**config.mk**
```make
export PLATFORM = sky130hd
export DESIGN_NAME = tcp_connection_window_tracker
export DESIGN_NICKNAME = d
export VERILOG_FILES = /design/src/hdl/tcwt_pkg.sv /design/src/hdl/tcwt_core.sv /design/src/hdl/tcp_connection_window_tracker.sv
export SDC_FILE = /design/constraint.sdc
export NUM_CORES = 1
export LEC_CHECK = 0
export BUFFER_PORTS_ARGS = -buffer_cell sky130_fd_sc_hd__buf_2
export CAP_MARGIN = 40
export CORE_AREA = 5 5 219 221
export CTS_CLUSTER_DIAMETER = 120
export DETAILED_ROUTE_END_ITERATION = 12
export DIE_AREA = 0 0 224 226
export PLACE_DENSITY = 0.69
export SYNTH_ARGS = -nofsm -noshare
export SYNTH_HDL_FRONTEND = slang
export SYNTH_SLANG_ARGS = --single-unit
```
**constraint.sdc**
```tcl
create_clock -name clk -period 7.32 [get_ports clk]
set_clock_uncertainty 0.2 [all_clocks]
set_input_delay 0.366 -clock clk [delete_from_list [all_inputs] [get_ports clk]]
set_output_delay 0.366 -clock clk [all_outputs]
set_load 0.05 [all_outputs]
```
**src/hdl/tcwt_pkg.sv**
```systemverilog
// Shared types and constants of the TCP connection window tracker.
package tcwt_pkg;

  // TCP flag bits of the header flags byte
  localparam logic [7:0] HDR_FIN = 8'h01;
  localparam logic [7:0] HDR_RST = 8'h04;
  localparam logic [7:0] HDR_PSH = 8'h08;
  localparam logic [7:0] HDR_ACK = 8'h10;

  // item kinds carried on in_tuser
  localparam logic [1:0] ACT_SEGMENT = 2'd0;
  localparam logic [1:0] ACT_READ    = 2'd1;
  localparam logic [1:0] ACT_SEND    = 2'd2;

  // result status codes
  localparam logic [2:0] ST_OK       = 3'd0;
  localparam logic [2:0] ST_OLD      = 3'd1;
  localparam logic [2:0] ST_WIN_FULL = 3'd2;
  localparam logic [2:0] ST_BLOCKED  = 3'd3;
  localparam logic [2:0] ST_PIPE     = 3'd4;
  localparam logic [2:0] ST_NOT_OPEN = 3'd5;

  // connection state as reported in the result
  localparam logic [1:0] CONN_CLOSED     = 2'd0;
  localparam logic [1:0] CONN_ESTAB      = 2'd1;
  localparam logic [1:0] CONN_CLOSE_WAIT = 2'd2;

  // configuration register indexes
  localparam int unsigned CFG_IDX_W = 2;
  localparam logic [CFG_IDX_W-1:0] CFG_RECV_WINDOW   = 2'd0;
  localparam logic [CFG_IDX_W-1:0] CFG_START_SEQ     = 2'd1;
  localparam logic [CFG_IDX_W-1:0] CFG_START_ACK     = 2'd2;
  localparam logic [CFG_IDX_W-1:0] CFG_START_REM_WIN = 2'd3;

  localparam logic [15:0] RECV_WINDOW_RST = 16'd8192;

  localparam int unsigned IN_TDATA_W  = 72;
  localparam int unsigned OUT_TDATA_W = 96;

  typedef enum logic [2:0] {
    LINK_CLOSED     = 3'b001,
    LINK_ESTAB      = 3'b010,
    LINK_CLOSE_WAIT = 3'b100
  } link_state_t;

  typedef struct packed {
    logic [1:0]  action;
    logic [31:0] seg_seq;
    logic        flag_ack;
    logic        flag_psh;
    logic        flag_fin;
    logic        flag_rst;
    logic [15:0] seg_window;
    logic [15:0] length;
    logic        is_last;
  } item_t;

  typedef struct packed {
    link_state_t link;
    logic [31:0] send_seq;
    logic [31:0] ack_value;
    logic [15:0] in_use;
    logic [15:0] remote_window;
  } tcb_t;

  typedef struct packed {
    logic        emit;
    logic [7:0]  pkt_flags;
    logic [31:0] pkt_seq;
    logic [31:0] pkt_ack;
    logic [15:0] pkt_window;
    logic [2:0]  status;
    logic [1:0]  conn_state;
    logic        window_grew;
  } result_t;

endpackage

```
**src/hdl/tcwt_core.sv**
```systemverilog
// Combinational per-item update of the connection block and result build.
module tcwt_core
  import tcwt_pkg::*;
(
  input  item_t       item,
  input  tcb_t        tcb,
  input  logic [15:0] recv_window,
  output tcb_t        tcb_nxt,
  output result_t     res
);

  function automatic logic [15:0] free_win(input logic [15:0] rw, input logic [15:0] used);
    free_win = (used >= rw) ? 16'd0 : (rw - used);
  endfunction

  logic [31:0] seq_diff;
  logic [15:0] free_cur;
  logic        hdr;
  logic [7:0]  hflags;
  logic [31:0] hseq;

  assign seq_diff = item.seg_seq - tcb.ack_value;
  assign free_cur = free_win(recv_window, tcb.in_use);

  always_comb begin
    tcb_nxt         = tcb;
    res             = '0;
    res.status      = ST_OK;
    hdr             = 1'b0;
    hflags          = HDR_ACK;
    hseq            = tcb.send_seq;
    case (item.action)
      ACT_SEGMENT: begin
        if (tcb.link == LINK_CLOSED) begin
          res.status = ST_NOT_OPEN;
        end else if (tcb.link == LINK_ESTAB && !item.flag_ack) begin
          hdr    = 1'b1;
          hflags = HDR_RST;
        end else if (tcb.link == LINK_CLOSE_WAIT && item.flag_rst) begin
          tcb_nxt.link    = LINK_CLOSED;
          res.window_grew = 1'b1;
        end else if (seq_diff[31]) begin
          // serial-number compare: segment lies before the ack point
          hdr        = 1'b1;
          res.status = ST_OLD;
        end else if (free_cur < item.length) begin
          hdr        = 1'b1;
          res.status = ST_WIN_FULL;
        end else begin
          tcb_nxt.in_use    = tcb.in_use + item.length;
          tcb_nxt.ack_value = tcb.ack_value + 32'(item.length) + 32'(item.flag_fin);
          if (item.flag_fin) begin
            tcb_nxt.link = LINK_CLOSE_WAIT;
          end
          res.window_grew       = (item.seg_window > tcb.remote_window);
          tcb_nxt.remote_window = item.seg_window;
          hdr = item.flag_psh | item.flag_fin | (recv_window == 16'd0);
        end
      end
      ACT_READ: begin
        if (tcb.link != LINK_ESTAB) begin
          res.status = ST_NOT_OPEN;
        end else begin
          tcb_nxt.in_use = (item.length >= tcb.in_use) ? 16'd0 : (tcb.in_use - item.length);
          hdr = (tcb.in_use == recv_window);
        end
      end
      ACT_SEND: begin
        if (tcb.remote_window < item.length) begin
          res.status = (tcb.link == LINK_CLOSED) ? ST_PIPE : ST_BLOCKED;
        end else begin
          tcb_nxt.send_seq      = tcb.send_seq + 32'(item.length);
          tcb_nxt.remote_window = tcb.remote_window - item.length;
          hdr    = 1'b1;
          hflags = item.is_last ? (HDR_ACK | HDR_PSH) : HDR_ACK;
        end
      end
      default: begin
      end
    endcase

    // header carries the ack and free window as left by this item
    res.emit = hdr;
    if (hdr) begin
      res.pkt_flags  = hflags;
      res.pkt_seq    = hseq;
      res.pkt_ack    = tcb_nxt.ack_value;
      res.pkt_window = free_win(recv_window, tcb_nxt.in_use);
    end

    unique case (tcb_nxt.link)
      LINK_CLOSED:     res.conn_state = CONN_CLOSED;
      LINK_ESTAB:      res.conn_state = CONN_ESTAB;
      LINK_CLOSE_WAIT: res.conn_state = CONN_CLOSE_WAIT;
      default:         res.conn_state = CONN_CLOSED;
    endcase
  end

endmodule

```
**src/hdl/tcp_connection_window_tracker.sv**
```systemverilog
// Top level of the TCP connection window tracker: stream ports, registers, checks.
// Keeps TCP state for one connection and answers each input transfer (arriving
// segment, application read or application send, chosen by in_tuser) with exactly
// one result transfer that carries any header to transmit and a status. An item
// is registered on acceptance and processed, once the output register is free,
// straight into the output register; one item is taken per cycle while the output
// is not stalled, a rate set by the single state update path (compares and 32-bit
// adds on the connection block). While a result waits, the input register takes
// one more item and then holds in_tready low until the result transfer frees the
// output. Configuration writes are registered and must be issued only while idle.
module tcp_connection_window_tracker
  import tcwt_pkg::*;
(
  input  logic                   clk,
  input  logic                   rst_n,
  // slave side
  input  logic                   in_tvalid,
  output logic                   in_tready,
  // seg_seq[31:0], flag_ack[32], flag_psh[33], flag_fin[34], flag_rst[35],
  // seg_window[51:36], length[67:52], zero pad
  input  logic [IN_TDATA_W-1:0]  in_tdata,
  input  logic [1:0]             in_tuser,  // action
  input  logic                   in_tlast,  // is_last
  // master side
  output logic                   out_tvalid,
  input  logic                   out_tready,
  // pkt_flags[7:0], pkt_seq[39:8], pkt_ack[71:40], pkt_window[87:72],
  // status[90:88], conn_state[92:91], window_grew[93], zero pad
  output logic [OUT_TDATA_W-1:0] out_tdata,
  output logic                   out_tuser, // emit
  // configuration writes
  input  logic                   cfg_valid,
  output logic                   cfg_ready,
  input  logic [CFG_IDX_W-1:0]   cfg_index,
  input  logic [31:0]            cfg_data
);

  item_t       item_r;
  logic        item_valid_r;
  tcb_t        tcb_r;
  tcb_t        tcb_nxt;
  logic [15:0] recv_window_r;
  result_t     res_nxt;
  result_t     res_r;
  logic        out_valid_r;
  logic        fire;
  logic        in_xfer;
  logic        cfg_xfer;

  assign fire      = item_valid_r && (!out_valid_r || out_tready);
  assign in_tready = !item_valid_r || fire;
  assign in_xfer   = in_tvalid && in_tready;
  assign cfg_ready = 1'b1;
  assign cfg_xfer  = cfg_valid && cfg_ready;

  tcwt_core u_core (
    .item        (item_r),
    .tcb         (tcb_r),
    .recv_window (recv_window_r),
    .tcb_nxt     (tcb_nxt),
    .res         (res_nxt)
  );

  // input register
  always_ff @(posedge clk) begin
    if (!rst_n) begin
      item_valid_r <= 1'b0;
    end else if (in_tready) begin
      item_valid_r <= in_tvalid;
    end
    if (in_xfer) begin
      item_r.action     <= in_tuser;
      item_r.seg_seq    <= in_tdata[31:0];
      item_r.flag_ack   <= in_tdata[32];
      item_r.flag_psh   <= in_tdata[33];
      item_r.flag_fin   <= in_tdata[34];
      item_r.flag_rst   <= in_tdata[35];
      item_r.seg_window <= in_tdata[51:36];
      item_r.length     <= in_tdata[67:52];
      item_r.is_last    <= in_tlast;
    end
  end

  // connection state and configuration
  always_ff @(posedge clk) begin
    if (!rst_n) begin
      tcb_r.link          <= LINK_ESTAB;
      tcb_r.send_seq      <= '0;
      tcb_r.ack_value     <= '0;
      tcb_r.in_use        <= '0;
      tcb_r.remote_window <= '0;
      recv_window_r       <= RECV_WINDOW_RST;
    end else if (cfg_xfer) begin
      unique case (cfg_index)
        CFG_RECV_WINDOW:   recv_window_r       <= cfg_data[15:0];
        CFG_START_SEQ:     tcb_r.send_seq      <= cfg_data;
        CFG_START_ACK:     tcb_r.ack_value     <= cfg_data;
        CFG_START_REM_WIN: tcb_r.remote_window <= cfg_data[15:0];
        default: begin
        end
      endcase
    end else if (fire) begin
      tcb_r <= tcb_nxt;
    end
  end

  // result register
  always_ff @(posedge clk) begin
    if (!rst_n) begin
      out_valid_r <= 1'b0;
    end else if (fire) begin
      out_valid_r <= 1'b1;
    end else if (out_tready) begin
      out_valid_r <= 1'b0;
    end
    if (fire) begin
      res_r <= res_nxt;
    end
  end

  assign out_tvalid = out_valid_r;
  assign out_tuser  = res_r.emit;
  assign out_tdata  = {2'b00, res_r.window_grew, res_r.conn_state, res_r.status,
                       res_r.pkt_window, res_r.pkt_ack, res_r.pkt_seq, res_r.pkt_flags};

  // a result without a header carries all-zero header fields
  a_no_hdr_zero: assert property (@(posedge clk) disable iff (!rst_n)
    out_valid_r && !res_r.emit |-> (res_r.pkt_flags == 8'd0 && res_r.pkt_seq == 32'd0 &&
                                    res_r.pkt_ack == 32'd0 && res_r.pkt_window == 16'd0))
    else $error("header fields nonzero without emit");

  // refused sends and items refused as not open never produce a header
  a_refused_no_hdr: assert property (@(posedge clk) disable iff (!rst_n)
    out_valid_r && (res_r.status == ST_BLOCKED || res_r.status == ST_PIPE ||
                    res_r.status == ST_NOT_OPEN) |-> !res_r.emit)
    else $error("header emitted with a refusal status");

  // a closed connection stays closed
  a_closed_sticky: assert property (@(posedge clk) disable iff (!rst_n)
    tcb_r.link == LINK_CLOSED |=> tcb_r.link == LINK_CLOSED)
    else $error("connection left the closed state");

endmodule
```
==> results of run 1 <==
[metal layers]
layer | track usage | vias up
met5 | 0 | -
met1 | 0.3446 | 8131
met3 | 0.04862 | 174
li1 | - | 7873
met2 | 0.3914 | 833
met4 | 0.1217 | 0
[layout make-up]
cell class / instances / area share
clock buffer: 43 / 0.04118
antenna: 1 / 0.0001101
clock inverter: 19 / 0.01085
inverter: 123 / 0.02054
sequential: 278 / 0.3161
tap: 607 / 0.03342
multi-input combinational: 1455 / 0.4496
timing repair buffer: 406 / 0.1282
[registers in the layout, indices dropped and copies added, names as in the netlist]
name           count
tcb_r             99
out_tdata         89
item_r            71
recv_window_r     16
item_valid_r       1
out_tuser          1
out_tvalid         1
[cells by family after synthesis]
family          Yosys count
buf+inv                 208
flops                   278
simple gates            611
fa+ha+maj               179
other cells               2
xor+xnor                 84
compound gates          559
mux                      14
[path summary, 6_finish.rpt]
check	to	start	slack, ns	cells after the start
max	out_tdata[87]$_SDFFCE_PP0P_	tcb_r[18]$_SDFFE_PN0P_	0.23	33
min	tcb_r[83]$_SDFFE_PN0P_	cfg_data[19]	0.03	4
max reg2reg	out_tdata[87]$_SDFFCE_PP0P_	tcb_r[18]$_SDFFE_PN0P_	0.23	33
min reg2reg	recv_window_r[14]$_SDFFE_PN0P_	recv_window_r[14]$_SDFFE_PN0P_	0.31	2
[synthesized netlist by cell type (25+ instances only)]
cell	n	area [um2]
xor2_1	30	262.8
nor3_1	40	200.2
clkbuf_1	67	251.5
o21a_1	28	210.2
edfxtp_1	161	4835
dfxtp_1	117	2342
a21oi_1	138	690.7
xnor2_1	54	473.0
nand4_1	27	168.9
nand3_1	34	170.2
ha_1	171	2140
a21o_1	51	382.9
inv_1	123	461.7
nor2_1	200	750.7
a22oi_1	25	187.7
nand2_1	141	529.3
a211oi_1	28	210.2
o21ai_0	90	450.4
and2_1	38	237.7
[power groups by stage]
stage | logic [mW] | clock network, mW | registers, mW
2_1_floorplan | 0.553 | 0 | 1.88
3_3_place_gp | 0.917 | 0 | 1.82
3_5_place_dp | 0.941 | 0 | 1.82
4_1_cts | 1.00 | 1.84 | 1.78
5_1_grt | 1.14 | 1.91 | 1.79
6_report | 1.06 | 1.81 | 1.79
[what timing repair did]
action,4_1_cts,5_1_grt
setup buffers,2,9
gates resized for setup,11,37
hold buffers,103,0
gates cloned,0,1
endpoints found under the hold margin,111,0
pin swaps,6,35
endpoints found under the setup margin,16,16
[metrics by stage]
stage	std cells	power, mW	TNS [ns]
floorplan	1941	2.429	0
global placement	2747	2.733	0
detailed placement	2754	2.757	-1.822
CTS	2921	4.630	0
global route	2931	4.845	-0.4557
finish	2932	4.651	0
[critical path, delay by kind of cell (launching register included)]
kind / cells / cell delay, ns
flip-flops: 1 / 0.33
buffers and inverters: 4 / 0.55
AO/OA/AOI/OAI: 17 / 3.53
adder cells (fa/ha/maj): 3 / 0.85
AND/OR/NAND/NOR: 7 / 1.02
XOR/XNOR: 2 / 0.34
==> flow_summary.json, run 1 <==
{
  "gp_congestion": 1.027,
  "slew_viol_final": 0,
  "wl_met2_mm": 29.48,
  "cts_buffer_depth": 3,
  "synthFlopType": "edfxtp_1",
  "max_slew_margin": 0.4044,
  "power.leakage_nw": 9.230,
  "synth.yosys.seq_area_share": 0.3987,
  "clockRootBuffer": "clkbuf_16",
  "period_minus_slack_ns": 7.095,
  "cts_tree": "done",
  "crit_top_cell": "a21o_1",
  "final_area_mm2": 0.02272,
  "syn_area_mm2": 0.01800,
  "syn_area_per_cell_um2": 9.302,
  "ant_nets": 0,
  "dp_hpwl_mm": 49.15,
  "fin_crit_sh": 0.9692,
  "synth_compound_area_frac": 0.2117,
  "clock_sinks": 278,
  "fp.dieW_um": 224,
  "fin_hold_ws_ns": 0.03362,
  "fin_nets": 2591,
  "crit_slowest_cell": "a221o_1",
  "hold_viol": 0,
  "worstPathRequired_ns": 7.43,
  "yosysUniqueCellTypes": 85,
  "clk_pin_slew_ns": 0.06,
  "synthMuxAreaShare": 0.007855,
  "synthSimpleGateAreaFrac": 0.1659,
  "worst_ir_drop_vdd_mv": 0.1359,
  "wl_mm": 66.58,
  "synth_top_family_by_area": "compound AO/OA/AOI/OAI gates",
  "synth-async-reset-ratio": 0,
  "ff_latch_area_mm2": 0.007183,
  "crit_fanout": 10,
  "power.internal_mw": 3.250,
  "clk_latency_ns": 0.56,
  "grt.overflow.total": 0,
  "drt_first_pass_iters": 6,
  "drive_gt1_frac": 0.1880,
  "io-pin-count": 214,
  "utilization": 0.4944,
  "worst_pin_slew_ns": 0.8901,
  "drt-wirelength-per-cell_um": 22.71,
  "fillCellCount": 4226,
  "cts_buffers": 34,
  "die_area_mm2": 0.05062,
  "fin_ws_ns": 0.2251,
  "grt_antenna_before_repair": 2,
  "clkPwrFrac": 0.389,
  "syn-instance-count": 1935,
  "cap_viol_max_count": 0,
  "highest_layer": "met4",
  "coreArea_mm2": 0.04596,
  "portBuffers": 201,
  "vias_per_cell": 5.802,
  "start_util": 0.3916,
  "multiInputGateArea_mm2": 0.01022,
  "crit_arrival_ns": 7.20,
  "p_sw_mw": 1.402,
  "ys_warn_count": 0,
  "grt_usage": 0.2538,
  "syn2layout_area_growth_pct": 26.26,
  "seq_power_share": 0.384,
  "power_density_mw_per_mm2": 204.7,
  "cpPeakStageDelay_ns": 0.40,
  "wl_met3_mm": 5.740,
  "drc": 0,
  "vias": 17011,
  "wl_met1_mm": 28.07,
  "crit_path_start_kind": "flip-flop",
  "path_class": "reg -> reg",
  "switching_share": 0.3014,
  "synth_edf_count": 161,
  "fmax_mhz": 140.9,
  "cts_htree_levels": 2,
  "synth_fa_ha_area_frac": 0.1278,
  "status": "completed",
  "die_h_um": 226,
  "synth_xor_area_frac": 0.04088,
  "placed_cell_area_mm2": 0.02020,
  "grt_pass1_vias": 16626,
  "finalSetupViolCount": 0,
  "pre_cts_ws_ns": -0.1305,
  "fp-row-count": 79,
  "end_kind": "flip-flop",
  "worstHoldPathType": "in -> reg",
  "grt_pass1_wl_mm": 99.42,
  "ys_ff_latch": 278,
  "final_cell_mix": "buf_2, nor2_1, ha_1",
  "first_iter_violations": 1779,
  "grt_max_degree": 68,
  "pwr-share-comb": 0.227,
  "layout_commonest_cell": "buf_2"
}
Note: power is estimated with default switching activity, not from simulation.
==> inputs of run 2 (changes only) <==
- CORE_AREA: 5 5 219 221 -> 5 5 189 191
- DIE_AREA: 0 0 224 226 -> 0 0 194 196
- PLACE_DENSITY: 0.69 -> 0.86
- SETUP_SLACK_MARGIN: unset -> 0.3
- clock period: 7.32 -> 6.2 ns (I/O delays scaled with it)
==> flow_summary.json, run 2 (synthesized netlist as in run 1, its figures left out) <==
{
  "crit_arrival_ns": 7.38,
  "fin_crit_sh": 1.153,
  "crit_slowest_cell": "fa_2",
  "largest_reg_flops": 99,
  "io-pin-count": 214,
  "grt_antenna_before_repair": 2,
  "dp_hpwl_mm": 47.84,
  "gp_congestion": 0.9930,
  "fp.dieW_um": 194,
  "fin_ws_ns": -0.9499,
  "cts_tree": "done",
  "grt_max_degree": 72,
  "grt_usage": 0.3465,
  "power.leakage_nw": 10.03,
  "die_h_um": 196,
  "drt_first_pass_iters": 6,
  "power_density_mw_per_mm2": 227.7,
  "cpPeakStageDelay_ns": 0.38,
  "utilization": 0.7023,
  "top_register": "tcb_r",
  "drt-wirelength-per-cell_um": 23.32,
  "final_cell_mix": "buf_4, buf_2, nor2_1",
  "fin_nets": 2767,
  "start_util": 0.5302,
  "clk_latency_ns": 0.63,
  "cts_buffers": 30,
  "die_area_mm2": 0.03802,
  "fmax_mhz": 139.9,
  "first_iter_violations": 2193,
  "hold_viol": 0,
  "syn2layout_area_growth_pct": 32.46,
  "clockRootBuffer": "clkbuf_16",
  "worstPathRequired_ns": 6.43,
  "vias_per_cell": 6.205,
  "grt.overflow.total": 0,
  "path_class": "reg -> reg",
  "drive_gt1_frac": 0.2486,
  "grt_pass1_wl_mm": 104.4,
  "cts_htree_levels": 1,
  "portBuffers": 201,
  "wl_mm": 68.93,
  "period_minus_slack_ns": 7.150,
  "grt_pass1_vias": 18224,
  "crit_path_start_kind": "flip-flop",
  "slew_viol_final": 0,
  "cap_viol_max_count": 0,
  "max_slew_margin": 0.4113,
  "clk_pin_slew_ns": 0.07,
  "end_kind": "flip-flop",
  "vias": 18342,
  "status": "complete, but fails checks",
  "crit_fanout": 4,
  "drc": 0,
  "ant_nets": 0,
  "fin_hold_ws_ns": 0.09718,
  "violations": "setup timing",
  "worst_pin_slew_ns": 0.8763,
  "coreArea_mm2": 0.03395,
  "finalSetupViolCount": 16,
  "worstHoldPathType": "in -> reg",
  "clock_sinks": 278,
  "cts_buffer_depth": 3,
  "crit_top_cell": "buf_4",
  "layout_commonest_cell": "buf_4",
  "fp-row-count": 68,
  "worst_ir_drop_vdd_mv": 0.2588,
  "rsz0062_at_grt": "true"
}
-- run 2: stage by stage --
step	setup TNS (ns)	cell area (um2)	power, mW	setup slack (ns)	instances
after floorplan	-6.087	18100	2.877	-0.4250	1941
after global placement	-10.44	20840	3.275	-0.6636	2715
after detailed placement	-12.01	20920	3.315	-0.7636	2720
after CTS	-9.712	23630	5.317	-0.6408	2941
after global routing	-18.51	23830	5.612	-1.231	2953
final	-14.70	23840	5.428	-0.9499	2956
-- run 2: critical path: cells and delay by family (launching register included) --
kind,cells,cell delay (ns)
AND/OR/NAND/NOR,4,0.46
flip-flops,1,0.36
adder cells (fa/ha/maj),2,0.54
AO/OA/AOI/OAI,6,0.88
buffers and inverters,37,4.56
-- run 2: path summary, 6_finish.rpt --
kind	cells past startpoint	slack [ns]	startpoint	end
max	49	-0.95	recv_window_r[0]$_SDFFE_PN0P_	out_tdata[84]$_SDFFCE_PP0P_
min	3	0.1	rst_n	recv_window_r[13]$_SDFFE_PN1P_
max reg2reg	49	-0.95	recv_window_r[0]$_SDFFE_PN0P_	out_tdata[84]$_SDFFCE_PP0P_
min reg2reg	2	0.33	tcb_r[3]$_SDFFE_PN0P_	tcb_r[3]$_SDFFE_PN0P_
-- run 2: final cells by class --
cell class / count / area, um2
Fill cell: 2457 / 10110
Clock buffer: 46 / 913.4
Sequential cell: 278 / 7184
Inverter: 123 / 466.7
Multi-Input combinational cell: 1455 / 10280
Timing Repair Buffer: 586 / 4285
Clock inverter: 10 / 133.9
Tap cell: 455 / 569.3
Antenna cell: 3 / 7.507
-- run 2: layer usage --
layer	up-vias	track usage	part of all wire
li1	8237	-	-
met1	8640	0.4410	0.38
met2	1164	0.5534	0.45
met3	299	0.07694	0.11
met4	2	0.1859	0.064
met5	-	0	0.00016
-- run 2: what timing repair did --
item                       CTS  global route
resized for setup           33            29
cloned                       1             0
hold buffers               106             0
buffers inserted            58            12
setup endpoints to repair   16            21
pin swaps                   17            28
hold endpoints to repair   130             0
-- run 2: where the power goes --
| group | internal, mW | total, mW | switching (mW) |
|---|---|---|---|
| clock | 1.10 | 1.91 | 0.806 |
| sequential | 2.04 | 2.10 | 0.0609 |
| combinational | 0.613 | 1.42 | 0.804 |
==> inputs of run 3 (changes only) <==
- REMOVE_ABC_BUFFERS: unset -> 1
==> flow_summary.json, run 3 (synthesized netlist as in run 1, its figures left out) <==
{
  "status": "complete, but fails checks",
  "violations": "setup timing",
  "coreArea_mm2": 0.03395,
  "fin_hold_ws_ns": 0.1047,
  "fin_ws_ns": -0.7168,
  "crit_slowest_cell": "a221o_1",
  "largest_reg_flops": 99,
  "placed_cells": 2706,
  "pre_cts_ws_ns": -1.240,
  "cts_tree": "done",
  "fin_cells": 2895,
  "wl_mm": 64.59,
  "clk_pin_slew_ns": 0.06,
  "cap_viol_max_count": 0,
  "clk_latency_ns": 0.60,
  "drc": 0,
  "worstPathRequired_ns": 6.34,
  "dp_hpwl_mm": 45.50,
  "hold_viol": 0,
  "cpPeakStageDelay_ns": 0.39,
  "power_density_mw_per_mm2": 234.8,
  "top_register": "tcb_r",
  "worst_ir_drop_vdd_mv": 0.2904,
  "final_cell_mix": "buf_4, buf_2, nor2_1",
  "syn2layout_area_growth_pct": 30.21,
  "vias": 18000,
  "grt_max_degree": 54,
  "crit_arrival_ns": 7.05,
  "power.leakage_nw": 9.777,
  "drt-wirelength-per-cell_um": 22.31,
  "clockRootBuffer": "clkbuf_16",
  "finalPower_mw": 5.502,
  "start_util": 0.5302,
  "cts_htree_levels": 1,
  "multiInputGateArea_mm2": 0.01030,
  "fin_nets": 2706,
  "r2r_end": "out_tdata[75]$_SDFFCE_PP0P_",
  "drt_first_pass_iters": 8,
  "path_class": "reg -> reg",
  "cts_buffers": 31,
  "cts_buffer_depth": 3,
  "worst_pin_slew_ns": 0.9481,
  "portBuffers": 201,
  "grt.overflow.total": 0,
  "hp-start": "cfg_index[1]",
  "vias_per_cell": 6.218,
  "worstHoldPathType": "in -> reg",
  "finalSetupViolCount": 16,
  "die_h_um": 196,
  "r2r_slack_ns": -0.72,
  "fin_crit_sh": 1.116,
  "max_slew_margin": 0.3664,
  "grt_pass1_vias": 18193,
  "fillCellCount": 2507,
  "layout_commonest_cell": "buf_4",
  "fp-row-count": 68,
  "utilization": 0.6904,
  "period_minus_slack_ns": 6.917,
  "crit_path_start_kind": "flip-flop",
  "first_iter_violations": 1881,
  "rr_worst_depth": 38,
  "ant_nets": 0,
  "grt_antenna_before_repair": 3,
  "whs_endpoint": "recv_window_r[12]$_SDFFE_PN0P_",
  "clock_sinks": 278,
  "fp.dieW_um": 194,
  "startpoint": "recv_window_r[0]$_SDFFE_PN0P_",
  "ff_latch_area_mm2": 0.007182,
  "worstHoldPathCells": 5,
  "rsz0062_at_grt": "true",
  "drive_gt1_frac": 0.2346,
  "end_kind": "flip-flop",
  "crit_fanout": 8,
  "io-pin-count": 214,
  "r2r-start": "recv_window_r[0]$_SDFFE_PN0P_",
  "grt_usage": 0.3241,
  "grt_pass1_wl_mm": 98.84,
  "fmax_mhz": 144.6,
  "gp_congestion": 1.012,
  "slew_viol_final": 0,
  "die_area_mm2": 0.03802
}
run 3: changes by cell type in the layout (fill, tap and decap cells not counted), moves of 4 or more:
cell and delta:
nor2_1 -4, bufinv_16 +5, buf_6 -5, clkbuf_8 -6
clkbuf_1 -7, buf_4 -57, inv_6 +4
run 3: metrics by stage:
stage | cell area, um2 | TNS, ns
6_report | 23440 | -11.31
5_1_grt | 23440 | -15.12
4_1_cts | 23280 | -9.904
3_5_place_dp | 20720 | -19.68
3_3_place_gp | 20690 | -16.85
2_1_floorplan | 17640 | -26.49
run 3: timing repair:
item | CTS | global route
hold endpoints to repair | 143 | 0
hold buffers | 107 | 0
pin swaps | 46 | 17
gates cloned | 1 | 0
endpoints found under the setup margin | 22 | 16
gates resized for setup | 62 | 23
setup buffers | 13 | 8
run 3: critical path, delay by kind of cell, from the launching register on:
family,cells,cell delay (ns)
compound gates,17,3.09
xor+xnor,1,0.13
fa+ha+maj,4,1.06
buf+inv,5,0.45
flops,1,0.32
simple gates,11,1.39
run 3: how the worst max path moves through the flow:
| stage | to | cells past startpoint |
|---|---|---|
| 2_1_floorplan | out_tdata[82]$_SDFFCE_PP0P_ | 33 |
| 3_3_place_gp | out_tdata[74]$_SDFFCE_PP0P_ | 34 |
| 3_5_place_dp | out_tdata[74]$_SDFFCE_PP0P_ | 34 |
| 4_1_cts | out_tdata[87]$_SDFFCE_PP0P_ | 35 |
| 5_1_grt | out_tdata[75]$_SDFFCE_PP0P_ | 38 |
| 6_report | out_tdata[75]$_SDFFCE_PP0P_ | 38 |
run 3: metal layers:
metal | global-route usage | vias to the layer above | wire length, um
met5 | 0 | - | 0
met4 | 0.1740 | 0 | 3993
met3 | 0.06285 | 296 | 6277
met2 | 0.5546 | 1110 | 30680
met1 | 0.3873 | 8472 | 23640
li1 | - | 8122 | -
run 3: report_power, final:
group	internal, mW	switching [mW]
sequential	2.04	0.0564
clock	1.22	0.839
combinational	0.568	0.782
total	3.83	1.68
run 3: layout make-up:
type	instances	share of cell area
multi-input cells	1455	0.4397
flip-flops and latches	278	0.3064
repair buffers	524	0.1616
clock inverters	26	0.01463
well taps	455	0.02429
inverters	123	0.01991
diodes	2	0.0002135
clock buffers	32	0.03326
